### src/rtl/core/imh_pkg.sv
// imh_pkg: types, constants and codes of the indexed min-heap unit
// no dependencies; imported by imh_datapath, imh_ctrl and indexed_min_heap_unit
package imh_pkg;

   localparam int CAPACITY = 64;
   localparam int ID_COUNT = 256;
   localparam int KEY_BITS = 32;

   localparam int ID_W    = $clog2(ID_COUNT);
   localparam int POS_W   = $clog2(CAPACITY);
   localparam int CNT_W   = $clog2(CAPACITY + 1);
   localparam int CHILD_W = POS_W + 1;
   localparam int OP_W    = 2;
   localparam int STAT_W  = 3;

   typedef logic [ID_W-1:0]     id_type;
   typedef logic [KEY_BITS-1:0] key_type;
   typedef logic [POS_W-1:0]    pos_type;
   typedef logic [CNT_W-1:0]    cnt_type;
   typedef logic [CHILD_W-1:0]  child_type;

   typedef struct packed {
      id_type  id;
      key_type key;
   } entry_type;

   localparam int ENTRY_W = $bits(entry_type);

   typedef enum logic [OP_W-1:0] {
      OP_INSERT   = 2'd0,
      OP_DECREASE = 2'd1,
      OP_EXTRACT  = 2'd2,
      OP_NONE     = 2'd3
   } op_type;

   typedef enum logic [STAT_W-1:0] {
      ST_OK          = 3'd0,
      ST_EMPTY       = 3'd1,
      ST_FULL        = 3'd2,
      ST_ABSENT      = 3'd3,
      ST_PRESENT     = 3'd4,
      ST_NOT_SMALLER = 3'd5
   } status_type;

   typedef enum logic [3:0] {
      DP_NOP,
      DP_LOAD,
      DP_ERR,
      DP_INS_BEGIN,
      DP_SLOT_RD,
      DP_DK_RD,
      DP_DK_SET,
      DP_UP_RD,
      DP_UP_MOVE,
      DP_PLACE,
      DP_EX_TOP,
      DP_EX_LAST,
      DP_DN_RDL,
      DP_DN_LEFT,
      DP_DN_RIGHT,
      DP_DN_MOVE
   } dp_op_type;

   typedef enum logic [4:0] {
      S_IDLE,
      S_DECODE,
      S_DK_WAIT,
      S_DK_CMP,
      S_UP_RD,
      S_UP_CMP,
      S_EX_TOP,
      S_EX_LAST,
      S_DN_RDL,
      S_DN_LEFT,
      S_DN_RIGHT,
      S_DN_CMP,
      S_ROOT,
      S_LATCH,
      S_RESP
   } state_type;

   typedef struct packed {
      dp_op_type  op;
      status_type err;
      logic       root_rd;
      logic       result;
   } cmd_type;

   typedef struct packed {
      op_type op;
      logic   present;
      logic   full;
      logic   empty;
      logic   occ_one;
      logic   key_lt;
      logic   parent_gt;
      logic   cand_lt;
      logic   pos_zero;
      logic   child_in;
      logic   right_in;
   } stat_type;

endpackage

### src/rtl/core/imh_ctrl.sv
// imh_ctrl: sequencer for insert, decrease key and extract minimum
// depends on imh_pkg; issues commands to imh_datapath and reads its status
module imh_ctrl (
   input  logic               clock,
   input  logic               reset,
   input  logic               req_valid,
   output logic               req_ready,
   output logic               rsp_valid,
   input  logic               rsp_ready,
   input  imh_pkg::stat_type  stat,
   output imh_pkg::cmd_type   cmd
);
   import imh_pkg::*;

   state_type state_ff, state_in;

   always_ff @(posedge clock) begin
      if (reset) begin
         state_ff <= S_IDLE;
      end else begin
         state_ff <= state_in;
      end
   end

   always_comb begin
      state_in    = state_ff;
      cmd.op      = DP_NOP;
      cmd.err     = ST_OK;
      cmd.root_rd = 1'b0;
      cmd.result  = 1'b0;
      req_ready   = 1'b0;
      rsp_valid   = 1'b0;
      case (state_ff)
         S_IDLE: begin
            req_ready = 1'b1;
            if (req_valid) begin
               cmd.op   = DP_LOAD;
               state_in = S_DECODE;
            end
         end
         S_DECODE: begin
            case (stat.op)
               OP_INSERT: begin
                  if (stat.present) begin
                     cmd.op   = DP_ERR;
                     cmd.err  = ST_PRESENT;
                     state_in = S_ROOT;
                  end else if (stat.full) begin
                     cmd.op   = DP_ERR;
                     cmd.err  = ST_FULL;
                     state_in = S_ROOT;
                  end else begin
                     cmd.op   = DP_INS_BEGIN;
                     state_in = S_UP_RD;
                  end
               end
               OP_DECREASE: begin
                  if (!stat.present) begin
                     cmd.op   = DP_ERR;
                     cmd.err  = ST_ABSENT;
                     state_in = S_ROOT;
                  end else begin
                     cmd.op   = DP_SLOT_RD;
                     state_in = S_DK_WAIT;
                  end
               end
               OP_EXTRACT: begin
                  if (stat.empty) begin
                     cmd.op   = DP_ERR;
                     cmd.err  = ST_EMPTY;
                     state_in = S_ROOT;
                  end else begin
                     cmd.root_rd = 1'b1;
                     state_in    = S_EX_TOP;
                  end
               end
               default: begin
                  state_in = S_ROOT;
               end
            endcase
         end
         S_DK_WAIT: begin
            cmd.op   = DP_DK_RD;
            state_in = S_DK_CMP;
         end
         S_DK_CMP: begin
            if (stat.key_lt) begin
               cmd.op   = DP_DK_SET;
               state_in = S_UP_RD;
            end else begin
               cmd.op   = DP_ERR;
               cmd.err  = ST_NOT_SMALLER;
               state_in = S_ROOT;
            end
         end
         S_UP_RD: begin
            if (stat.pos_zero) begin
               cmd.op   = DP_PLACE;
               state_in = S_ROOT;
            end else begin
               cmd.op   = DP_UP_RD;
               state_in = S_UP_CMP;
            end
         end
         S_UP_CMP: begin
            if (stat.parent_gt) begin
               cmd.op   = DP_UP_MOVE;
               state_in = S_UP_RD;
            end else begin
               cmd.op   = DP_PLACE;
               state_in = S_ROOT;
            end
         end
         S_EX_TOP: begin
            cmd.op   = DP_EX_TOP;
            state_in = stat.occ_one ? S_ROOT : S_EX_LAST;
         end
         S_EX_LAST: begin
            cmd.op   = DP_EX_LAST;
            state_in = S_DN_RDL;
         end
         S_DN_RDL: begin
            if (stat.child_in) begin
               cmd.op   = DP_DN_RDL;
               state_in = S_DN_LEFT;
            end else begin
               cmd.op   = DP_PLACE;
               state_in = S_ROOT;
            end
         end
         S_DN_LEFT: begin
            cmd.op   = DP_DN_LEFT;
            state_in = stat.right_in ? S_DN_RIGHT : S_DN_CMP;
         end
         S_DN_RIGHT: begin
            cmd.op   = DP_DN_RIGHT;
            state_in = S_DN_CMP;
         end
         S_DN_CMP: begin
            if (stat.cand_lt) begin
               cmd.op   = DP_DN_MOVE;
               state_in = S_DN_RDL;
            end else begin
               cmd.op   = DP_PLACE;
               state_in = S_ROOT;
            end
         end
         S_ROOT: begin
            cmd.root_rd = 1'b1;
            state_in    = S_LATCH;
         end
         S_LATCH: begin
            cmd.result = 1'b1;
            state_in   = S_RESP;
         end
         S_RESP: begin
            rsp_valid = 1'b1;
            if (rsp_ready) begin
               state_in = S_IDLE;
            end
         end
         default: begin
            state_in = S_IDLE;
         end
      endcase
   end

   a_one_side: assert property (@(posedge clock) disable iff (reset)
      !(req_ready && rsp_valid))
      else $error("request taken while a response is pending");

   a_resp_after_latch: assert property (@(posedge clock) disable iff (reset)
      cmd.result |=> rsp_valid)
      else $error("latched result not presented");

   a_load_decodes: assert property (@(posedge clock) disable iff (reset)
      cmd.op == DP_LOAD |=> state_ff == S_DECODE)
      else $error("accepted request not decoded");

endmodule

### config.mk
export PLATFORM = sky130hd
export DESIGN_NAME = imh_ctrl
export DESIGN_NICKNAME = d
export VERILOG_FILES = /design/src/rtl/core/imh_pkg.sv /design/src/rtl/core/imh_ctrl.sv
export SDC_FILE = /design/constraint.sdc
export NUM_CORES = 1
export LEC_CHECK = 0
export ABC_CLOCK_PERIOD_IN_PS = 1800
export BUFFER_PORTS_ARGS = -buffer_cell sky130_fd_sc_hd__buf_2
export CAP_MARGIN = 20
export CORE_MARGIN = 5
export CORE_UTILIZATION = 51
export CTS_BUF_LIST = sky130_fd_sc_hd__clkbuf_8
export DETAILED_ROUTE_END_ITERATION = 10
export HOLD_SLACK_MARGIN = 0.06
export PLACE_DENSITY = 0.81
export SYNTH_ARGS = -nofsm -noshare
export SYNTH_HDL_FRONTEND = slang
export SYNTH_SLANG_ARGS = --single-unit
### constraint.sdc
create_clock -name clock -period 1.8 [get_ports clock]
set_input_delay 0 -clock clock [delete_from_list [all_inputs] [get_ports clock]]
set_output_delay 0 -clock clock [all_outputs]
set_load 0.01 [all_outputs]
==> results of run 1 <==
-- how the worst max path moves through the flow --
stage / end / slack (ps) / cells past startpoint
floorplan: state_ff[1] / 440 / 5
global placement: state_ff[3] / 330 / 5
detailed placement: state_ff[3] / 230 / 4
CTS: cmd[7] / 60 / 6
global route: cmd[5] / 20 / 6
finish: cmd[5] / 130 / 5
-- routing by layer --
metal / track usage (%) / share of wire (%) / vias to the layer above
li1: - / - / 448
met5: 0 / 0 / -
met3: 5.50 / 6.8 / 12
met1: 23.9 / 41 / 431
met2: 33.3 / 48 / 49
met4: 11.7 / 3.9 / 0
-- worst register-to-register path, cell delays in order, from the launching register on --
cell and delay [ps]:
dfxtp_1 410, buf_4 230, and3b_1 170, a221o_1 340, a221oi_2 200, o21ai_1 100
-- layout make-up --
type | count | area [um2] | area share (%)
Tap cell | 16 | 20.0 | 2.16
Timing Repair Buffer | 32 | 175 | 18.9
Clock buffer | 3 | 41.3 | 4.45
Inverter | 4 | 15.0 | 1.62
Sequential cell | 4 | 81.3 | 8.77
Multi-Input combinational cell | 86 | 594 | 64.1
-- cells by family (layout without fill, tap and decap cells) --
family                 Yosys count  after routing  share of synthesized area, %
flip-flops                       4              4                          10.3
AO/OA/AOI/OAI                   37             37                          35.8
AND/OR/NAND/NOR                 49             49                          40.8
buffers and inverters           15             39                          13.1
-- placed cells by master (no fill, tap or decap), drive strengths merged, types with 3 or more instances in the layout --
master	count
buf	32
nor2	12
o21ai	9
nand2b	7
nor2b	6
nand2	5
inv	4
dfxtp	4
o2bb2ai	3
a21oi	3
clkbuf	3
nand3	3
-- where the power goes --
part | switching (mW) | internal (mW) | total, mW
clock | 0.0542 | 0.143 | 0.197
combinational | 0.459 | 0.395 | 0.854
sequential | 0.0831 | 0.121 | 0.204
-- metrics by stage --
step,instances,worst slack [ps]
3_5_place_dp,142,233
6_report,145,133
2_1_floorplan,105,442
5_1_grt,145,15.0
4_1_cts,145,56.4
3_3_place_gp,142,332
==> summary.md, run 1 <==
| Metric | Value |
|---|---|
| Period Utilization, post-route | just over 90% |
| Post-CTS Setup Bufs | 0 |
| Max Clock Freq | 600 MHz |
| FF-to-FF Start | state_ff[0] |
| Clock transition at path regs | 30 ps |
| R2r setup slk | 230 ps |
| Final min period | approximately 1700 ps |
| Cell Area, Synth | around 780 um2 |
| # resized after CTS | 0 |
| Unrepaired setup endpoints after global routing | false |
| Diode count | 0 |
| Vias in the first global route | 860 |
| Root buffer cell | clkbuf_8 |
| Largest net degree at the start of global routing | 15 |
| Crit Path Class | reg2out |
| Via-to-Cell Ratio | roughly 6.5 |
| Max-cap violations | 0 |
| Clk buf depth | 2 |
| Die H | between 40 and 50 um |
| First DRT Iteration DRCs | 20 |
| Min-Delay Endpoint | state_ff[0] |
| WL per Instance | 16.3 um |
| Leak | between 0.3 and 0.4 nW |
| Rows | 14 |
| CP endpoint kind | output pin |
| Max-slew violations | 0 |
| Die Span X | 49 um |
| Starting Density | a little over half |
| Post-Route WL | ~2400 um |
| First-pass GRT wire length | 3930 um |
| Crit-path cells | nor4b_4 -> nand3_1 -> o31a_1 -> o211ai_1 -> buf_2 |
| Status | finished, final reports clean |
| Final Cell Area | about 900 um2 |
| Later-pin clock latency in the skew report | approximately 220 ps |
| Total power | 1.26 mW |
| Final Core Density | 63.0% |
| Share of the yosys chip area belonging to registers | 10.3% |
| Post-synth top area share | around 10% |
| Hold slack | around 150 ps |
| Hold Vio Cnt, Final | 0 |
| Hold path start | reset |
| Post-Syn Instances | ~110 |
| Crit-path leading delay family | flip-flops |
| Worst-margin pin slew | 381 ps |
| Die ar. | about 2400 um2 |
| Max stage delay cell, worst path | dfxtp_1 |
| PwrDens | about 1400 nW/um2 |
| EDFF count, synth | 0 |
| Worst IR Drop VDD | around 0.00066 V |
| Hpwl dp | about 1800 um |
| Synth cell count leaders | nor2_1 (12), nand2b_1 (7), nor2b_1 (6) |
| Critical Path Start Type | register |
| Yosys reg bits | 4 |
| Min-Delay Path Class | in2reg |
| Share of cells above drive strength 1 | 33.3% |
| Ys async rst share | 0% |
| Yosys top cell by area | dfxtp_1 |
| Area grow syn2layout | 19.5% |
| Most common cell in the netlist | nor2_1 |
| Largest reg by FF count | state_ff |
| Crit path largest cell delay | ~530 ps |
| CTS tree | yes |
| Max reg flops | 4 |
| TritonCTS Buffers | 3 |
| Antenna-violating nets left | 0 |
| Mapped Avg Cell Area | approximately 7.4 um2 |
| CP bufs+invs | 1 |
| DRC | 0 |
| GRT Residual Overflow | 0 |
| Worst Path Arrival | 1670 ps |
| Via Count | between 900 and 1,000 |
| Yosys warnings | 0 |
| Reg2reg end | state_ff[3] |
| Max Fanout on Critical Path | 12 |
| # hold bufs at CTS | 0 |
| Worst reg2reg path depth | 5 |
| Clk sinks | 4 |
| Pre-antenna DRT Iters | 4 |
| Clk_skew | around 1.5 ps |
| Buffers added on ports | 26 |
| Setup TNS | 0 ps |
| GP Congestion | slightly below 0.9 |
| Core Region | between 1000 and 1500 um2 |
| Ys flop type | dfxtp_1 |
| CP required | around 1800 ps |
| Largest regs | state_ff (4) |
| Num ports | 27 |
| Fillers | between 100 and 150 |
| Hold path depth | 3 |
| Final setup violation count | 0 |
| Final Net Count | 147 |
| Initial antenna violation count | 0 |
| Syn_nets | roughly 120 |
| Area of placed instances | just under 900 um2 |
| H-tree depth | 1 |
| Yosys cell types | 45 |
| Synth area leaders | dfxtp_1 (10%), nor2_1 (5.8%), nand2b_1 (5.6%), buf_4 (4.8%), nor2b_1 (4.8%) |
| GRT Util Overall | between 20 and 25% |
| Crit path from | state_ff[0] |
| Slew headroom | between 70% and 80% |
(Power assumes the default switching activity.)
==> inputs of run 2 (changes only) <==
--- a/config.mk
+++ b/config.mk
@@ -12,8 +12,10 @@
 export CORE_UTILIZATION = 51
 export CTS_BUF_LIST = sky130_fd_sc_hd__clkbuf_8
 export DETAILED_ROUTE_END_ITERATION = 10
+export GPL_ROUTABILITY_DRIVEN = 0
 export HOLD_SLACK_MARGIN = 0.06
 export PLACE_DENSITY = 0.81
+export REMOVE_ABC_BUFFERS = 1
 export SYNTH_ARGS = -nofsm -noshare
 export SYNTH_HDL_FRONTEND = slang
 export SYNTH_SLANG_ARGS = --single-unit
==> summary.md, run 2 (same netlist as run 1, synthesis figures left out) <==
| Metric | Value |
|---|---|
| Status | finished, final reports clean |
| Max Clock Freq | between 600 and 700 MHz |
| First-pass GRT wire length | 3560 um |
| Area grow syn2layout | 19.8% |
| H-tree depth | 1 |
| TritonCTS Buffers | 3 |
| Post-Route WL | 2260 um |
| Clk sinks | 4 |
| Final setup violation count | 0 |
| Fillers | 140 |
| Die H | just under 50 um |
| Hpwl dp | between 1500 and 2000 um |
| Share of cells above drive strength 1 | about a third |
| Largest reg by FF count | state_ff |
| Largest net degree at the start of global routing | 16 |
| Vias in the first global route | 803 |
| Largest regs | state_ff (4) |
| DRC | 0 |
| Root buffer cell | clkbuf_8 |
| Max reg flops | 4 |
| Buffers added on ports | 26 |
| Sequential cell area | between 80 and 90 um2 |
| Max-slew violations | 0 |
| CTS tree | yes |
| Core Region | around 1500 um2 |
| Starting Density | between 50% and 60% |
| Critical Path Start Type | register |
| GRT Util Overall | 18.1% |
| Area of placed instances | between 800 and 900 um2 |
| Crit Path Class | reg2out |
| Final min period | 1670 ps |
| Worst reg2reg path depth | 4 |
| WL per Instance | 15.6 um |
| Final Cell Area | about 930 um2 |
| Max-cap violations | 0 |
| Area of the multi-input gates | between 500 and 600 um2 |
| Later-pin clock latency in the skew report | between 200 and 250 ps |
| CP Capture Point | cmd[7] |
| Pre-antenna DRT Iters | 4 |
| Commonest non-fill, non-tap cell in the layout | buf_2 |
| Post-Place Worst Slack | ~240 ps |
| Clock transition at path regs | ~40 ps |
| CP endpoint kind | output pin |
| Worst-margin pin slew | between 400 and 500 ps |
| Reg2reg end | state_ff[3] |
| Worst IR Drop VDD | approximately 0.00066 V |
| Initial antenna violation count | 0 |
| Leak | between 0.3 and 0.4 nW |
| Clk_skew | 2.45 ps |
| Die Span X | slightly below 50 um |
| Fin worst setup slack | about 130 ps |
| Slew headroom | roughly 69% |
| Setup TNS | 0 ps |
| Dpl cells | roughly 140 |
| Most frequent cells in the layout | buf_2 (26), nor2_1 (12), nand2b_1 (7), nor2b_1 (6), buf_4 (6) |
| GRT Residual Overflow | 0 |
| Antenna-violating nets left | 0 |
| Die ar. | 2400 um2 |
| R2r setup slk | around 240 ps |
| FF-to-FF Start | state_ff[3] |
| Num ports | 27 |
| PwrDens | approximately 1400 nW/um2 |
| Via-to-Cell Ratio | around 6.3 |
| Post-CTS Setup Bufs | 0 |
| CP required | 1800 ps |
| Final Net Count | approximately 150 |
| Hold path depth | 3 |
| # hold bufs at CTS | 0 |
| Hold Vio Cnt, Final | 0 |
| Max Fanout on Critical Path | 12 |
| Period Utilization, post-route | between 90% and 100% |
| Worst Path Arrival | approximately 1700 ps |
| Unrepaired setup endpoints after global routing | false |
| First DRT Iteration DRCs | 19 |
| Finished Layout Cells | about 150 |
| Via Count | ~920 |
| Rows | 14 |
| Diode count | 0 |
| # resized after CTS | 0 |
| Min-Delay Path Class | in2reg |
| Clk buf depth | 2 |
| Crit path from | state_ff[3] |
[run 2: stage by stage]
stage | utilization, % | hold WS [ps] | power (mW)
3_3_place_gp | 60.1 | 324 | 1.03
6_report | 63.2 | 104 | 1.28
2_1_floorplan | - | 52.9 | 0.749
3_5_place_dp | 60.1 | 328 | 1.05
5_1_grt | 63.2 | 122 | 1.36
4_1_cts | 62.9 | 106 | 1.26
[run 2: cell type report]
cell class	instances	area share, %
multi-input combinational	86	63.9
timing repair buffer	32	18.8
sequential	4	9.02
clock buffer	3	4.44
tap	16	2.15
inverter	4	1.62
[run 2: critical path, cell delays in order (launching register included)]
cell and delay, ps:
dfxtp_1 590, buf_4 230, nor2b_1 210, o2bb2ai_1 130
nand2_1 80, nand2_1 60, buf_2 120
[run 2: power by group]
part           internal [mW]  switching [mW]
Sequential             0.125           0.114
Clock                  0.144          0.0609
Combinational          0.395           0.439
[run 2: routing by layer]
layer  track usage (%)  share of wire (%)
met1              22.7                 42
met2              30.7                 52
met3              2.14                4.7
met4              7.62                1.3
met5                 0                  0
[run 2: worst min-delay path by stage]
stage	startpoint	to	slack (ps)
floorplan	stat[11]	cmd[3]	50
global placement	stat[9]	cmd[3]	320
detailed placement	stat[9]	cmd[3]	330
CTS	reset	state_ff[2]	110
global route	reset	state_ff[2]	120
finish	reset	state_ff[2]	100
==> inputs of run 3 (changes only) <==
--- a/config.mk
+++ b/config.mk
@@ -7,7 +7,7 @@
 export LEC_CHECK = 0
 export ABC_CLOCK_PERIOD_IN_PS = 1800
 export BUFFER_PORTS_ARGS = -buffer_cell sky130_fd_sc_hd__buf_2
-export CAP_MARGIN = 20
+export CAP_MARGIN = 15
 export CORE_MARGIN = 5
 export CORE_UTILIZATION = 51
 export CTS_BUF_LIST = sky130_fd_sc_hd__clkbuf_8
@@ -16,6 +16,8 @@
 export HOLD_SLACK_MARGIN = 0.06
 export PLACE_DENSITY = 0.81
 export REMOVE_ABC_BUFFERS = 1
+export SETUP_SLACK_MARGIN = 0.15
+export SKIP_LAST_GASP = 1
 export SYNTH_ARGS = -nofsm -noshare
 export SYNTH_HDL_FRONTEND = slang
 export SYNTH_SLANG_ARGS = --single-unit
==> summary.md, run 3 (same netlist as run 1, synthesis figures left out) <==
| Metric | Value |
|---|---|
| Critical Path Start Type | register |
| Later-pin clock latency in the skew report | ~230 ps |
| Die H | 49 um |
| GRT Util Overall | a little under a fifth |
| Final setup violation count | 0 |
| Finished Layout Cells | 150 |
| GRT Residual Overflow | 0 |
| Period Utilization, post-route | between 90% and 100% |
| Starting Density | between 50% and 60% |
| Max reg flops | 4 |
| CP endpoint kind | output pin |
| Status | finished, final reports clean |
| Clock transition at path regs | around 40 ps |
| Initial antenna violation count | 0 |
| Worst-margin pin slew | 327 ps |
| Largest reg by FF count | state_ff |
| Max-cap violations | 0 |
| CP required | between 1500 and 2000 ps |
| Num ports | 27 |
| Min-Delay Path Class | in2reg |
| Fin worst setup slack | 179 ps |
| Unrepaired setup endpoints after global routing | false |
| Slew headroom | between 70 and 80% |
| Max-slew violations | 0 |
| Max Fanout on Critical Path | 11 |
| Max Clock Freq | around 600 MHz |
| Die Span X | about 49 um |
| Crit path largest cell delay | 370 ps |
| Area of placed instances | 885 um2 |
| Worst IR Drop VDD | between 0.0006 and 0.0007 V |
| Final Net Count | about 150 |
| Hpwl dp | about 1700 um |
| Hold Vio Cnt, Final | 0 |
| CTS tree | yes |
| Via Count | slightly above 900 |
| Clk sinks | 4 |
| Buffers added on ports | 26 |
| First-pass GRT wire length | approximately 3600 um |
| Post-Place Worst Slack | between 200 and 250 ps |
| Antenna-violating nets left | 0 |
| Diode count | 0 |
| Max stage delay cell, worst path | dfxtp_4 |
| Rows | 14 |
| Largest net degree at the start of global routing | 16 |
| H-tree depth | 1 |
| WL per Instance | between 15 and 20 um |
| Dpl cells | 142 |
| Core Region | 1470 um2 |
| Crit-path cells | buf_4 -> nor4b_4 -> nand3_1 -> o31a_1 -> o211ai_1 -> buf_2 |
| PwrDens | 1400 nW/um2 |
| Total power | ~1.4 mW |
| Crit Path Class | reg2out |
| Area grow syn2layout | 25.2% |
| Leak | about 0.42 nW |
| Post-Route WL | roughly 2400 um |
| Worst Path Arrival | ~1600 ps |
| Setup TNS | 0 ps |
| Via-to-Cell Ratio | around 6.2 |
| Most frequent cells in the layout | buf_2 (26), nor2_1 (12), buf_4 (11), nand2b_1 (7), nor2b_1 (6) |
| Die ar. | between 2000 and 2500 um2 |
| Clk buf depth | 2 |
| Clk_skew | about 1.4 ps |
| First DRT Iteration DRCs | 30 |
| Pre-antenna DRT Iters | 4 |
| Final Cell Area | around 970 um2 |
| TritonCTS Buffers | 3 |
| Commonest non-fill, non-tap cell in the layout | buf_2 |
| Share of cells above drive strength 1 | 38.1% |
| Vias in the first global route | 803 |
| DRC | 0 |
| Largest regs | state_ff (4) |
| Root buffer cell | clkbuf_8 |
| Final min period | between 1500 and 2000 ps |
run 3: metal layers:
layer	up-vias	global-route usage [%]	part of all wire, %
met2	32	30.7	50
met1	435	22.7	44
li1	459	-	-
met3	6	2.14	4.1
met5	-	0	0
met4	0	7.62	1.3
run 3: worst max-delay path, delay by kind of cell, from the launching register on:
family / cells / cell delay, ps
flip-flops: 1 / 370
AO/OA/AOI/OAI: 2 / 210
buffers and inverters: 2 / 330
AND/OR/NAND/NOR: 2 / 480
run 3: final cells by class:
type | instances | area [um2]
clock buffer | 3 | 41.3
fill | 139 | 500
inverter | 4 | 15.0
multi-input combinational | 86 | 594
sequential | 4 | 87.6
tap | 16 | 20.0
timing repair buffer | 37 | 213
run 3: path summary, 6_finish.rpt:
path | slack (ps) | to | cells past startpoint | startpoint
min reg2reg | 780 | state_ff[0] | 3 | state_ff[3]
min | 100 | state_ff[2] | 3 | reset
max | 180 | cmd[5] | 6 | state_ff[2]
max reg2reg | 340 | state_ff[1] | 6 | state_ff[2]
run 3: metrics by stage:
step	hold slack [ps]	util [%]
2_1_floorplan	52.9	-
3_3_place_gp	324	60.1
3_5_place_dp	328	60.1
4_1_cts	98.1	63.2
5_1_grt	120	66.0
6_report	104	66.0
run 3: power by group:
part	total (mW)	leakage (nW)	internal [mW]	switching, mW
logic	0.915	0.368	0.451	0.464
registers	0.240	0.0347	0.130	0.110
clock network	0.204	0.0216	0.144	0.0604
run 3: repair_timing:
item,in CTS,in global routing
pin swaps,0,2
setup buffers,0,5
endpoints found under the setup margin,6,7
gates resized for setup,3,2
hold buffers,0,0
